## src/rtl/assert_macros.svh

```systemverilog
`ifndef ASSERT_MACROS_SVH
`define ASSERT_MACROS_SVH

// Both macros expect clk and rst_n to be visible where they are used.

// The consequent must hold in the same cycle as the antecedent.
`define ASSERT_SAME(label, ante, cons) \
    label: assert property (@(posedge clk) disable iff (!rst_n) (ante) |-> (cons)) \
        else $error("assertion failed");

// The consequent must hold in the cycle after the antecedent.
`define ASSERT_NEXT(label, ante, cons) \
    label: assert property (@(posedge clk) disable iff (!rst_n) (ante) |=> (cons)) \
        else $error("assertion failed");

`endif

```

## src/rtl/faa_pkg.sv

```systemverilog
package faa_pkg;

    localparam int unsigned MAX_BLOCKS_DEF      = 256;
    localparam int unsigned MAX_BLOCK_BYTES_DEF = 4096;

    localparam int unsigned NUM_BLOCKS_W = 9;
    localparam int unsigned BLOCK_SIZE_W = 13;
    localparam int unsigned INDEX_W      = 8;
    localparam int unsigned OFFSET_W     = 20;
    localparam int unsigned COUNT_W      = 9;
    localparam int unsigned PADDR_W      = 3;
    localparam int unsigned PDATA_W      = 32;

    typedef logic [NUM_BLOCKS_W-1:0] nblk_t;
    typedef logic [BLOCK_SIZE_W-1:0] bsz_t;
    typedef logic [COUNT_W-1:0]      count_t;

    localparam nblk_t NUM_BLOCKS_RST = 9'd256;
    localparam bsz_t  BLOCK_SIZE_RST = 13'd32;

    typedef enum logic {
        CMD_ALLOC = 1'b0,
        CMD_FREE  = 1'b1
    } command_t;

    typedef enum logic [1:0] {
        ST_OK    = 2'd0,
        ST_EMPTY = 2'd1,
        ST_RANGE = 2'd2
    } status_t;

    typedef enum logic {
        REG_NUM_BLOCKS = 1'b0,
        REG_BLOCK_SIZE = 1'b1
    } reg_index_t;

    typedef struct packed {
        command_t             command;
        logic [INDEX_W-1:0]   free_index;
    } req_t;

    typedef struct packed {
        logic [INDEX_W-1:0]   block_index;
        logic [OFFSET_W-1:0]  byte_offset;
        status_t              status;
        count_t               free_count;
    } rsp_t;

    // Register values as seen by the pool logic, plus the rebuild strobe and the rebuild count.
    typedef struct packed {
        nblk_t  num_blocks;
        bsz_t   block_size;
        logic   rebuild;
        count_t rebuild_total;
    } cfg_t;

    typedef struct packed {
        logic fire;
        req_t req;
    } op_t;

    function automatic nblk_t clamp_num(nblk_t v, int unsigned limit);
        return (32'(v) > limit) ? nblk_t'(limit) : v;
    endfunction

    function automatic bsz_t clamp_bsz(bsz_t v, int unsigned limit);
        return (32'(v) > limit) ? bsz_t'(limit) : v;
    endfunction

endpackage

```

## src/rtl/faa_req_if.sv

```systemverilog
interface faa_req_if;
    logic          valid;
    logic          ready;
    faa_pkg::req_t data;

    modport source (output valid, output data, input ready);
    modport sink (input valid, input data, output ready);
endinterface

```

## src/rtl/faa_rsp_if.sv

```systemverilog
interface faa_rsp_if;
    logic          valid;
    logic          ready;
    faa_pkg::rsp_t data;

    modport source (output valid, output data, input ready);
    modport sink (input valid, input data, output ready);
endinterface

```

## src/rtl/faa_ram.sv

```systemverilog
module faa_ram #(
    parameter int unsigned WIDTH = 9,
    parameter int unsigned DEPTH = 256
) (
    input  logic                     clk,
    input  logic                     we,
    input  logic [$clog2(DEPTH)-1:0] waddr,
    input  logic [WIDTH-1:0]         wdata,
    input  logic [$clog2(DEPTH)-1:0] raddr,
    output logic [WIDTH-1:0]         rdata
);

    logic [WIDTH-1:0] mem [DEPTH];

    always_ff @(posedge clk)
    begin
        if (we)
        begin
            mem[waddr] <= wdata;
        end
        rdata <= mem[raddr];
    end

endmodule

```

## src/rtl/faa_cfg_regs.sv

```systemverilog
module faa_cfg_regs #(
    parameter int unsigned MAX_BLOCKS      = faa_pkg::MAX_BLOCKS_DEF,
    parameter int unsigned MAX_BLOCK_BYTES = faa_pkg::MAX_BLOCK_BYTES_DEF
) (
    input  logic                         clk,
    input  logic                         rst_n,
    input  logic                         psel,
    input  logic                         penable,
    input  logic                         pwrite,
    input  logic [faa_pkg::PADDR_W-1:0]  paddr,
    input  logic [faa_pkg::PDATA_W-1:0]  pwdata,
    output logic [faa_pkg::PDATA_W-1:0]  prdata,
    output logic                         pready,
    output faa_pkg::cfg_t                cfg
);

    localparam faa_pkg::nblk_t NumReset =
        faa_pkg::clamp_num(faa_pkg::NUM_BLOCKS_RST, MAX_BLOCKS);
    localparam faa_pkg::bsz_t BszReset =
        faa_pkg::clamp_bsz(faa_pkg::BLOCK_SIZE_RST, MAX_BLOCK_BYTES);

    faa_pkg::nblk_t      num_blocks_reg, num_blocks_next;
    faa_pkg::bsz_t       block_size_reg, block_size_next;
    faa_pkg::reg_index_t sel;
    logic                write;

    assign write  = psel && penable && pwrite;
    assign sel    = faa_pkg::reg_index_t'(paddr[2]);
    assign pready = 1'b1;

    always_comb
    begin
        num_blocks_next = num_blocks_reg;
        block_size_next = block_size_reg;
        if (write)
        begin
            unique case (sel)
                faa_pkg::REG_NUM_BLOCKS:
                begin
                    num_blocks_next = faa_pkg::clamp_num(
                        pwdata[faa_pkg::NUM_BLOCKS_W-1:0], MAX_BLOCKS);
                end
                faa_pkg::REG_BLOCK_SIZE:
                begin
                    block_size_next = faa_pkg::clamp_bsz(
                        pwdata[faa_pkg::BLOCK_SIZE_W-1:0], MAX_BLOCK_BYTES);
                end
                default:
                begin
                    num_blocks_next = num_blocks_reg;
                end
            endcase
        end
    end

    always_comb
    begin
        unique case (sel)
            faa_pkg::REG_NUM_BLOCKS: prdata = faa_pkg::PDATA_W'(num_blocks_reg);
            faa_pkg::REG_BLOCK_SIZE: prdata = faa_pkg::PDATA_W'(block_size_reg);
            default:                 prdata = '0;
        endcase
    end

    always_ff @(posedge clk or negedge rst_n)
    begin
        if (!rst_n)
        begin
            num_blocks_reg <= NumReset;
            block_size_reg <= BszReset;
        end
        else
        begin
            num_blocks_reg <= num_blocks_next;
            block_size_reg <= block_size_next;
        end
    end

    // Any register write rebuilds the list, taking the count from the new num_blocks value.
    assign cfg.num_blocks    = num_blocks_reg;
    assign cfg.block_size    = block_size_reg;
    assign cfg.rebuild       = write;
    assign cfg.rebuild_total = faa_pkg::count_t'(num_blocks_next);

endmodule

```

## src/rtl/faa_free_list.sv

```systemverilog
`include "assert_macros.svh"

module faa_free_list #(
    parameter int unsigned MAX_BLOCKS = faa_pkg::MAX_BLOCKS_DEF
) (
    input  logic          clk,
    input  logic          rst_n,
    input  faa_pkg::cfg_t cfg,
    input  faa_pkg::op_t  op,
    output faa_pkg::rsp_t rsp
);

    localparam int unsigned HeadW      = $clog2(MAX_BLOCKS + 1);
    localparam int unsigned StoreDepth =
        (MAX_BLOCKS < (2 ** faa_pkg::INDEX_W)) ? MAX_BLOCKS : (2 ** faa_pkg::INDEX_W);
    localparam int unsigned AddrW      = $clog2(StoreDepth);

    localparam faa_pkg::count_t CountReset = faa_pkg::count_t'(
        faa_pkg::clamp_num(faa_pkg::NUM_BLOCKS_RST, MAX_BLOCKS));

    typedef logic [HeadW-1:0] head_t;

    head_t           head_reg, head_next;
    faa_pkg::count_t count_reg, count_next, count_op;
    logic            fwd_reg, fwd_next;
    head_t           fwd_data_reg;
    logic            rd_valid_reg, rd_valid_next;
    logic            valid_reg [StoreDepth];

    logic             we;
    logic [AddrW-1:0] waddr, raddr;
    head_t            ram_rdata;
    head_t            succ;

    logic        is_alloc, empty, range_err, alloc_ok, free_ok, head_live;
    logic        alloc_fire;
    logic [31:0] head_wide, product;

    faa_ram #(
        .WIDTH (HeadW),
        .DEPTH (StoreDepth)
    ) u_next_free (
        .clk   (clk),
        .we    (we),
        .waddr (waddr),
        .wdata (head_reg),
        .raddr (raddr),
        .rdata (ram_rdata)
    );

    // The link store is read at the head every cycle. A push in the previous
    // cycle wrote the very entry being read, so its value is forwarded.
    // Entries never written since the last rebuild link to their index plus one.
    always_comb
    begin
        if (fwd_reg)
        begin
            succ = fwd_data_reg;
        end
        else if (rd_valid_reg)
        begin
            succ = ram_rdata;
        end
        else
        begin
            succ = head_t'(head_reg + 1'b1);
        end
    end

    assign is_alloc  = (op.req.command == faa_pkg::CMD_ALLOC);
    assign empty     = (count_reg == '0);
    assign range_err = ({1'b0, op.req.free_index} >= cfg.num_blocks)
                    || (32'(op.req.free_index) >= MAX_BLOCKS);
    assign alloc_ok  = is_alloc && !empty;
    assign free_ok   = !is_alloc && !range_err;
    assign head_live = (32'(head_reg) < MAX_BLOCKS);
    assign waddr     = op.req.free_index[AddrW-1:0];
    assign we        = op.fire && free_ok && !cfg.rebuild;
    assign alloc_fire = op.fire && alloc_ok && !cfg.rebuild;

    always_comb
    begin
        count_op = count_reg;
        if (alloc_ok)
        begin
            count_op = count_reg - 1'b1;
        end
        else if (free_ok && ({1'b0, count_reg} < {1'b0, cfg.num_blocks}))
        begin
            count_op = count_reg + 1'b1;
        end
    end

    always_comb
    begin
        head_next  = head_reg;
        count_next = count_reg;
        fwd_next   = 1'b0;
        if (cfg.rebuild)
        begin
            head_next  = '0;
            count_next = cfg.rebuild_total;
        end
        else if (op.fire)
        begin
            count_next = count_op;
            if (alloc_ok && head_live)
            begin
                head_next = succ;
            end
            else if (free_ok)
            begin
                head_next = head_t'(op.req.free_index);
                fwd_next  = 1'b1;
            end
        end
    end

    assign raddr = head_next[AddrW-1:0];

    always_comb
    begin
        rd_valid_next = 1'b0;
        if (!cfg.rebuild && (32'(head_next) < StoreDepth))
        begin
            rd_valid_next = valid_reg[raddr];
        end
    end

    always_ff @(posedge clk or negedge rst_n)
    begin
        if (!rst_n)
        begin
            head_reg     <= '0;
            count_reg    <= CountReset;
            fwd_reg      <= 1'b0;
            rd_valid_reg <= 1'b0;
            for (int i = 0; i < StoreDepth; i++)
            begin
                valid_reg[i] <= 1'b0;
            end
        end
        else
        begin
            head_reg     <= head_next;
            count_reg    <= count_next;
            fwd_reg      <= fwd_next;
            rd_valid_reg <= rd_valid_next;
            if (cfg.rebuild)
            begin
                for (int i = 0; i < StoreDepth; i++)
                begin
                    valid_reg[i] <= 1'b0;
                end
            end
            else if (we)
            begin
                valid_reg[waddr] <= 1'b1;
            end
        end
    end

    always_ff @(posedge clk)
    begin
        fwd_data_reg <= head_reg;
    end

    assign head_wide = 32'(head_reg);
    assign product   = head_wide * 32'(cfg.block_size);

    always_comb
    begin
        rsp.block_index = '0;
        rsp.byte_offset = '0;
        rsp.free_count  = count_op;
        if (alloc_ok)
        begin
            rsp.block_index = head_wide[faa_pkg::INDEX_W-1:0];
            rsp.byte_offset = product[faa_pkg::OFFSET_W-1:0];
        end
        if (is_alloc)
        begin
            rsp.status = empty ? faa_pkg::ST_EMPTY : faa_pkg::ST_OK;
        end
        else
        begin
            rsp.status = range_err ? faa_pkg::ST_RANGE : faa_pkg::ST_OK;
        end
    end

    `ASSERT_SAME(a_count_bound, 1'b1, count_reg <= cfg.num_blocks)
    `ASSERT_NEXT(a_alloc_count, alloc_fire, count_reg == $past(count_reg) - 1'b1)
    `ASSERT_NEXT(a_push_link, op.fire && free_ok && !cfg.rebuild, succ == $past(head_reg))

endmodule

```

## src/rtl/fixed_block_free_list_allocator_top.sv

```systemverilog
// Fixed-size block pool allocator with a LIFO free list.
// An item is registered in the input register when it is accepted; its result is
// registered in the output register and offered when that register is free or emptied.
// Throughput: one item per cycle unless replies are held back; the head's successor is
// prefetched from the link store every cycle, with a push forwarded to the next item.
// Reset: the list is rebuilt at once as 0,1,...,num_blocks-1 with block 0 at the
// head; num_blocks resets to 256 and block_size to 32. A register write rebuilds it too.
module fixed_block_free_list_allocator_top #(
    parameter int unsigned MAX_BLOCKS      = faa_pkg::MAX_BLOCKS_DEF,
    parameter int unsigned MAX_BLOCK_BYTES = faa_pkg::MAX_BLOCK_BYTES_DEF
) (
    input  logic                         clk,
    input  logic                         rst_n,
    faa_req_if.sink                      req,
    faa_rsp_if.source                    rsp,
    input  logic                         psel,
    input  logic                         penable,
    input  logic                         pwrite,
    input  logic [faa_pkg::PADDR_W-1:0]  paddr,
    input  logic [faa_pkg::PDATA_W-1:0]  pwdata,
    output logic [faa_pkg::PDATA_W-1:0]  prdata,
    output logic                         pready
);

    faa_pkg::cfg_t cfg;
    faa_pkg::op_t  op;
    faa_pkg::rsp_t result;

    logic          in_valid_reg, in_valid_next;
    faa_pkg::req_t in_data_reg;
    logic          out_valid_reg, out_valid_next;
    faa_pkg::rsp_t out_data_reg;
    logic          advance;
    logic          take;

    faa_cfg_regs #(
        .MAX_BLOCKS      (MAX_BLOCKS),
        .MAX_BLOCK_BYTES (MAX_BLOCK_BYTES)
    ) u_cfg (
        .clk     (clk),
        .rst_n   (rst_n),
        .psel    (psel),
        .penable (penable),
        .pwrite  (pwrite),
        .paddr   (paddr),
        .pwdata  (pwdata),
        .prdata  (prdata),
        .pready  (pready),
        .cfg     (cfg)
    );

    faa_free_list #(
        .MAX_BLOCKS (MAX_BLOCKS)
    ) u_list (
        .clk   (clk),
        .rst_n (rst_n),
        .cfg   (cfg),
        .op    (op),
        .rsp   (result)
    );

    // The item in the input register is applied when the output register is free
    // or is being emptied in the same cycle.
    assign advance   = in_valid_reg && (!out_valid_reg || rsp.ready);
    assign req.ready = !in_valid_reg || advance;
    assign take      = req.valid && req.ready;

    assign op.fire = advance;
    assign op.req  = in_data_reg;

    always_comb
    begin
        in_valid_next = in_valid_reg;
        if (take)
        begin
            in_valid_next = 1'b1;
        end
        else if (advance)
        begin
            in_valid_next = 1'b0;
        end

        out_valid_next = out_valid_reg;
        if (advance)
        begin
            out_valid_next = 1'b1;
        end
        else if (rsp.ready)
        begin
            out_valid_next = 1'b0;
        end
    end

    always_ff @(posedge clk or negedge rst_n)
    begin
        if (!rst_n)
        begin
            in_valid_reg  <= 1'b0;
            out_valid_reg <= 1'b0;
        end
        else
        begin
            in_valid_reg  <= in_valid_next;
            out_valid_reg <= out_valid_next;
        end
    end

    always_ff @(posedge clk)
    begin
        if (take)
        begin
            in_data_reg <= req.data;
        end
        if (advance)
        begin
            out_data_reg <= result;
        end
    end

    assign rsp.valid = out_valid_reg;
    assign rsp.data  = out_data_reg;

endmodule

```

## src/flat_wrapper.sv

```systemverilog
// flat-port wrapper written by rule: the top's interface ports become plain ports
module fixed_block_free_list_allocator_top_flat 
#(
    parameter int unsigned MAX_BLOCKS      = faa_pkg::MAX_BLOCKS_DEF,
    parameter int unsigned MAX_BLOCK_BYTES = faa_pkg::MAX_BLOCK_BYTES_DEF
)
  (clk, rst_n, psel, penable, pwrite, paddr, pwdata, prdata, pready, req_valid, req_data, req_ready, rsp_valid, rsp_data, rsp_ready);
  faa_req_if req_i ();
  faa_rsp_if rsp_i ();
  input  logic clk;
  input  logic rst_n;
  input  logic psel;
  input  logic penable;
  input  logic pwrite;
  input  logic [faa_pkg::PADDR_W-1:0] paddr;
  input  logic [faa_pkg::PDATA_W-1:0] pwdata;
  output logic [faa_pkg::PDATA_W-1:0] prdata;
  output logic pready;
  input wire logic [$bits(req_i.valid)-1:0] req_valid;
  input wire logic [$bits(req_i.data)-1:0] req_data;
  output wire logic [$bits(req_i.ready)-1:0] req_ready;
  output wire logic [$bits(rsp_i.valid)-1:0] rsp_valid;
  output wire logic [$bits(rsp_i.data)-1:0] rsp_data;
  input wire logic [$bits(rsp_i.ready)-1:0] rsp_ready;
  assign req_i.valid = req_valid;
  assign req_i.data = req_data;
  assign req_ready = req_i.ready;
  assign rsp_valid = rsp_i.valid;
  assign rsp_data = rsp_i.data;
  assign rsp_i.ready = rsp_ready;
  fixed_block_free_list_allocator_top #(.MAX_BLOCKS(MAX_BLOCKS), .MAX_BLOCK_BYTES(MAX_BLOCK_BYTES)) u_core (.clk(clk), .rst_n(rst_n), .req(req_i), .rsp(rsp_i), .psel(psel), .penable(penable), .pwrite(pwrite), .paddr(paddr), .pwdata(pwdata), .prdata(prdata), .pready(pready));
endmodule
```

## config.mk

```make
export PLATFORM = sky130hd
export DESIGN_NAME = fixed_block_free_list_allocator_top_flat
export DESIGN_NICKNAME = d
export VERILOG_FILES = /design/src/rtl/faa_pkg.sv /design/src/rtl/faa_req_if.sv /design/src/rtl/faa_rsp_if.sv /design/src/rtl/faa_ram.sv /design/src/rtl/faa_cfg_regs.sv /design/src/rtl/faa_free_list.sv /design/src/rtl/fixed_block_free_list_allocator_top.sv /design/src/flat_wrapper.sv
export VERILOG_INCLUDE_DIRS = /design/src /design/src/rtl
export SDC_FILE = /design/constraint.sdc
export NUM_CORES = 2
export LEC_CHECK = 0
export BUFFER_PORTS_ARGS = -buffer_cell sky130_fd_sc_hd__buf_4
export CORE_MARGIN = 2
export CORE_UTILIZATION = 40
export CTS_CLUSTER_SIZE = 10
export DETAILED_ROUTE_END_ITERATION = 6
export GPL_TIMING_DRIVEN = 0
export MAX_ROUTING_LAYER = met4
export PLACE_DENSITY = 0.64
export RECOVER_POWER = 25
export REMOVE_ABC_BUFFERS = 1
export SYNTH_ARGS = -nofsm -noshare
export SYNTH_HDL_FRONTEND = slang
export SYNTH_SLANG_ARGS = --single-unit
export TNS_END_PERCENT = 1
```

## constraint.sdc

```tcl
create_clock -name clk -period 7.9 [get_ports clk]
set_input_delay 0.395 -clock clk [delete_from_list [all_inputs] [get_ports clk]]
set_output_delay 0.395 -clock clk [all_outputs]
set_load 0.01 [all_outputs]
```

* Word-level counts from Yosys, hierarchy flattened
Memory sizes are Yosys's and may differ from the RTL's. A register that Yosys moved wholly into a read port is not among the register bits.
Index checks and enable logic that the tools add are counted.
** Storage, ports and cells
- Register bits :: 357
- RAM bits :: 2304
- Bits of input ports :: 51
- Word-level logic and storage cells :: 351
- Memories kept :: 1
** Memory list
- u_core.u_list.u_next_free.mem :: depth 256, bits a word 9, rd ports 1, clocked after memory_dff 1, wr ports 1, RTL line faa_ram.sv:13 : logic [WIDTH-1:0] mem [DEPTH];
** Cells by class
- Add/subtract/negate cells :: 3
- Multiply operators :: 1
- $lt $le $gt $ge :: 9
- Muxes and demuxes :: 36
- Bitwise logic cells :: 5
- Reduce and logical (&&, ||, !) cells :: 25
** Operators by type and width (number)
- 2-to-1 mux 256 bit :: 2
- bitwise OR 256 bit :: 1
- 2-to-1 mux 9 bit :: 13
- one-hot mux 32 bit (2 select lines) :: 1
- multiplier 9 x 13 -> 20 bit :: 1
- adder 9 x 1 -> 9 bit (second input constant) :: 2
- greater-or-equal comparator 9 bit (second input constant) :: 2
- less-than comparator 9 bit (second input constant) :: 2
- inverter 8 -> 9 bit :: 2
- 2-to-1 mux 1 bit :: 15
- greater-than comparator 13 bit (second input constant) :: 1
- 2-to-1 mux 13 bit :: 1
- logical AND 1 bit :: 12
- greater-or-equal comparator 8 x 9 -> 1 bit :: 1
- greater-than comparator 9 bit (second input constant) :: 1
- logical NOT 9 bit :: 1
- less-than comparator 9 x 1 -> 1 bit (second input constant) :: 1
- less-than comparator 9 bit :: 1
- subtractor 9 x 1 -> 9 bit (second input constant) :: 1
- binary-select mux 1 bit (select 8 bit) :: 1
- demux 1 bit (select 8 bit) :: 1
- nonzero test 2 bit :: 4
- logical NOT 1 bit :: 5
- 2-to-1 mux 2 bit :: 2
- 3 further kinds :: 5

* Logic depth before layout (Yosys ltp)
- Depth after elaboration :: 12
- Depth in mapped cells :: 25

* Hierarchy
A second synthesis with hierarchy kept.
** Second synthesis, totals
- Cells, all modules :: 6433
- Area, all modules :: 109993.0 um^2
** By module, submodules not included
- faa_ram :: instances 1, cells an instance 4237, area each 89278.1 um^2, sequential area each 69366.5 um^2
- faa_free_list :: instances 1, cells an instance 2004, area each 17900.9 um^2, sequential area each 7088.0 um^2
- fixed_block_free_list_allocator_top :: instances 1, cells an instance 56, area each 1545.2 um^2, sequential area each 1491.4 um^2
- faa_cfg_regs :: instances 1, cells an instance 136, area each 1268.7 um^2, sequential area each 553.0 um^2

* Worst setup path before layout
No wires, ideal clock.
- Path type :: flip-flop to flip-flop
- From :: reg u_core.u_list.head_reg[0]
- To :: reg u_core.out_data_reg, in the netlist u_core.rsp.data[28], data pin
- Arrival :: 7948 ps
- Data required time :: 7634 ps
- Path slack :: -314 ps
- Stages on the path, launching flop included :: 24
- Buffers on the path :: 2
- Clock period less this slack :: 8214 ps
- Cells stage by stage :: dfrtp_1 clkbuf_1 clkbuf_1 nand2_1 fa_1 fa_1 inv_1 ha_1 inv_1 fa_1 inv_1 ha_1 a21o_1 a21oi_1 o21ai_0 a21oi_1 o21ai_0 a21oi_1 nand2b_1 a21oi_1 o41ai_1 o21ai_0 xnor2_1 nor2_1
** Between the ends
- Word-level cells in the longest chain between the ends :: 1
** RTL lines
- start, declared :: RTL line faa_free_list.sv:23 : head_t head_reg, head_next;
- start signal, assigned :: RTL line faa_free_list.sv:145 : head_reg <= head_next;
- multiplier 9 x 13 -> 20 bit :: RTL line faa_free_list.sv:169 : assign product = head_wide * 32'(cfg.block_size);
- end signal, assigned :: RTL line fixed_block_free_list_allocator_top.sv:116 : out_data_reg <= result;
- end, declared :: RTL line fixed_block_free_list_allocator_top.sv:32 : faa_pkg::rsp_t out_data_reg;
No other way between the ends.
A chain may end at the register's enable or synchronous reset.

* Worst setup path in the final report
- From :: reg u_core.u_list.head_reg[8]
- To :: reg u_core.u_list.u_next_free.rdata[6] (read register of u_core.u_list.u_next_free.mem)
** Between the ends
- Word-level cells in the longest chain between the ends :: 5
** RTL lines
- less-than comparator 9 bit :: RTL line faa_free_list.sv:76 : assign head_live = (32'(head_reg) < MAX_BLOCKS);
- logical AND 1 bit :: RTL line faa_free_list.sv:107 : if (alloc_ok && head_live)
- 2-to-1 mux 9 bit :: RTL line faa_free_list.sv:107
- 2-to-1 mux 9 bit :: RTL line faa_free_list.sv:104 : else if (op.fire)
- 2-to-1 mux 9 bit :: RTL line faa_free_list.sv:99 : if (cfg.rebuild)
- end, declared :: RTL line faa_ram.sv:10 : output logic [WIDTH-1:0] rdata
No other way between the ends.

==> impl_metrics.py <==
metrics = {
    "run_status": {
        "status": "finished with violations",
        "violations": "max-capacitance violations, max-slew violations",
    },
    "route": {
        "vias_per_cell": 5.77,
        "wirelength_um": 309000,
        "dr.pass1.iters": 7,
        "vias": 72600,
        "drt_iter0_drc": 9495,
        "drtAntennaViolNets": 0,
        "wl_per_cell_um": 24.6,
        "drc": 0,
    },
    "sta": {
        "relSlewSlack_pct": -194,
        "setup_violations": 0,
        "worst_pin_slew_ps": 4420,
        "clock.fmax_mhz": 129,
        "hold_viol_final": 0,
        "finalCriticalPeriod_ps": 7740,
        "clock_skew_ps": 43.1,
        "fin_setup_tns_ps": 0,
        "rsz0062_at_grt": "false",
        "slew_viol_final": 681,
        "final.period_utilization_pct": 98.0,
    },
    "cells_and_area": {
        "drive_above_1_share_pct": 7.55,
        "layout_common_cells": "2,352 x edfxtp_1, 2,142 x nand2_1, 1,116 x nand3_1",
        "final_common_cell": "edfxtp_1",
        "area_growth_pct": 14.8,
        "largest_reg_flops": 2304,
        "layout.nets": 8942,
        "fill_cells": 23600,
    },
    "placed_design": {
        "gp_congestion": 0.841,
        "hpwl_um": 189000,
        "port_buffers": 83,
    },
    "power_and_ir_drop": {
        "p_leak_nw": 47.4,
        "powerDensity_mw_per_mm2": 361,
        "irDropWorstVdd_v": 0.000273,
        "p_total_w": 0.0457,
    },
    "floorplanning": {
        "core_mm2": 0.274,
        "io_pins": 125,
        "placementRows": 192,
        "dieWidth_um": 529,
        "die-area_mm2": 0.280,
        "start_util_pct": 40.3,
        "die_y_um": 529,
    },
    "yosys": {
        "synthTopCellsByArea": "edfxtp_1 64%, nand2_1 7.3%, dfrtp_1 6.7%",
        "syn-cell-area_mm2": 0.110,
        "synthDominantCellAreaShare_pct": 64.1,
        "yosysSeqAreaShare_pct": 71.2,
        "netlist_instances": 8710,
        "yosysUniqueCellTypes": 75,
        "synthArstFlopShare_pct": 11.2,
        "synthFlopType": "edfxtp_1",
        "ys_seq_elements": 2670,
        "synth.largest_area_cell": "edfxtp_1",
        "avgSynthCellArea_um2": 12.7,
        "yosys_warnings": 0,
        "synth_edf_count": 2352,
    },
    "global_routing": {
        "grt_pass1_wl_um": 455000,
        "antenna_found_initial": 7,
        "grt_max_degree": 136,
        "overflow": 0,
        "grt_pass1_vias": 70000,
        "grtUsageTotal_pct": 22.2,
    },
    "clocking": {
        "clk_latency_ps": 940,
        "cts-buffers-inserted": 320,
        "clk_path_buf_depth": 4,
        "clk_pin_slew_ps": 60,
        "ctsRootBufferMaster": "clkbuf_16",
        "cts_sinks": 2670,
        "htree_levels": 5,
        "cts_tree": "yes",
    },
    "critical_path": {
        "worstSetupEndpointType": "flop",
        "critPathKind": "flop to flop",
        "crit_fanout": 107,
        "critPathLaunchType": "flop",
        "required_ps": 8730,
        "cp_data_arrival_time_ps": 8570,
    },
    "job": {
        "drv_cap": 12,
    },
    "min_path": {
        "hold_path.class": "primary input to flop",
    },
}
[stage by stage]
stage	instance area (µm²)	utilization, %	setup slack [ps]	instances	hold WS (ps)
floorplan	108000	-	-97380	8131	99.4
global placement	113000	41.2	-248890	11800	458
detailed placement	117000	42.8	-813	12000	323
CTS	127000	46.3	-3.53	12600	69.7
global route	127000	46.2	54.9	12600	186
finish	127000	46.2	162	12600	207
[report_power, final]
group	leakage [nW]	switching, W	internal, W
sequential	25.7	0.000520	0.0172
combinational	17.4	0.0104	0.00462
clock	4.32	0.00539	0.00767
total	47.4	0.0163	0.0295
[routing by layer]
layer	up-vias	part of all wire [%]	GRT usage [%]
li1	31700	-	-
met1	36500	40	29.1
met2	3621	47	34.7
met3	721	8.9	3.50
met4	0	4.3	8.77
met5	-	0	-
[timing repair]
action | 4_1_cts | 5_1_grt
hold buffers | 29 | 0
cloned | 1 | 2
resized for setup | 8 | 3
endpoints found under the setup margin | 10 | 10
hold endpoints to repair | 336 | 0
pin swaps | 1 | 1
buffers inserted | 4 | 1
[cell usage after synthesis (7+ instances only)]
master	count
a21o_1	265
a21oi_1	122
a221o_1	88
a221oi_1	96
a22o_1	8
a31oi_1	131
and2_1	81
and3_1	85
and4_1	9
buf_1	91
buf_2	172
buf_4	27
clkbuf_1	302
dfrtp_1	297
dfxtp_1	18
edfxtp_1	2352
fa_1	77
ha_1	54
inv_1	131
mux2i_1	197
nand2_1	2151
nand2b_1	21
nand3_1	1123
nand4_1	176
nor2_1	310
nor2b_1	7
nor3_1	13
o21ai_0	135
o21ai_1	7
o22ai_1	18
o31ai_1	21
xnor2_1	22
xor2_1	9
[cell families (layout without fill, tap and decap cells)]
kind of cell | count (synthesis) | count (layout) | synth area share (%)
fa+ha+maj | 131 | 131 | 2.01
mux | 200 | 200 | 1.82
simple gates | 4002 | 4002 | 15.9
other cells | 2 | 25 | 0.00681
flops | 2670 | 2670 | 71.2
xor+xnor | 31 | 31 | 0.246
buf+inv | 734 | 982 | 2.81
compound gates | 940 | 940 | 6.02
[cell type report]
class	instances	area [µm²]	share of cell area, %
timing repair buffer	307	4990	3.95
clock buffer	531	8990	7.10
sequential	2670	78500	62.0
multi-input combinational	5324	29000	22.9
clock inverter	7	47.5	0.0376
inverter	137	534	0.422
antenna	5	12.5	0.00989
tap	3589	4490	3.55
[path summary, 6_finish.rpt]
kind / startpoint / endpoint / slack, ps / depth (start not counted)
setup / recovery: u_core.u_list.head_reg[8] / u_core.u_list.u_next_free.rdata[6] / 160 / 24
hold / removal: req_data[7] / u_core.in_data_reg[7] / 210 / 2
setup reg to reg: u_core.u_list.head_reg[8] / u_core.u_list.u_next_free.rdata[6] / 160 / 24
hold reg to reg: u_core.u_list.valid_reg[36] / u_core.u_list.valid_reg[36] / 470 / 1
max in group asynchronous: rst_n / u_core.u_list.head_reg[0] / 3190 / 3
min in group asynchronous: rst_n / u_core.u_list.valid_reg[252] / 650 / 3
[worst max-delay path, cell delays in order, from the launching register on]
cell and delay [ps]:
dfrtp_4 690, buf_16 280, buf_16 240, a311oi_2 690, nor2_1 90, mux2i_1 270
a21oi_4 290, buf_12 270, buf_12 180, buf_12 180, buf_16 180, buf_16 170
buf_16 170, inv_8 340, buf_16 340, buf_16 340, nor2_4 150, buf_16 210
buf_12 180, a221o_1 310, o21ai_0 460, nand4_1 440, nand4_1 420, nand2_1 130
and4_1 220
No activity file was read; power rests on OpenSTA's default activity.
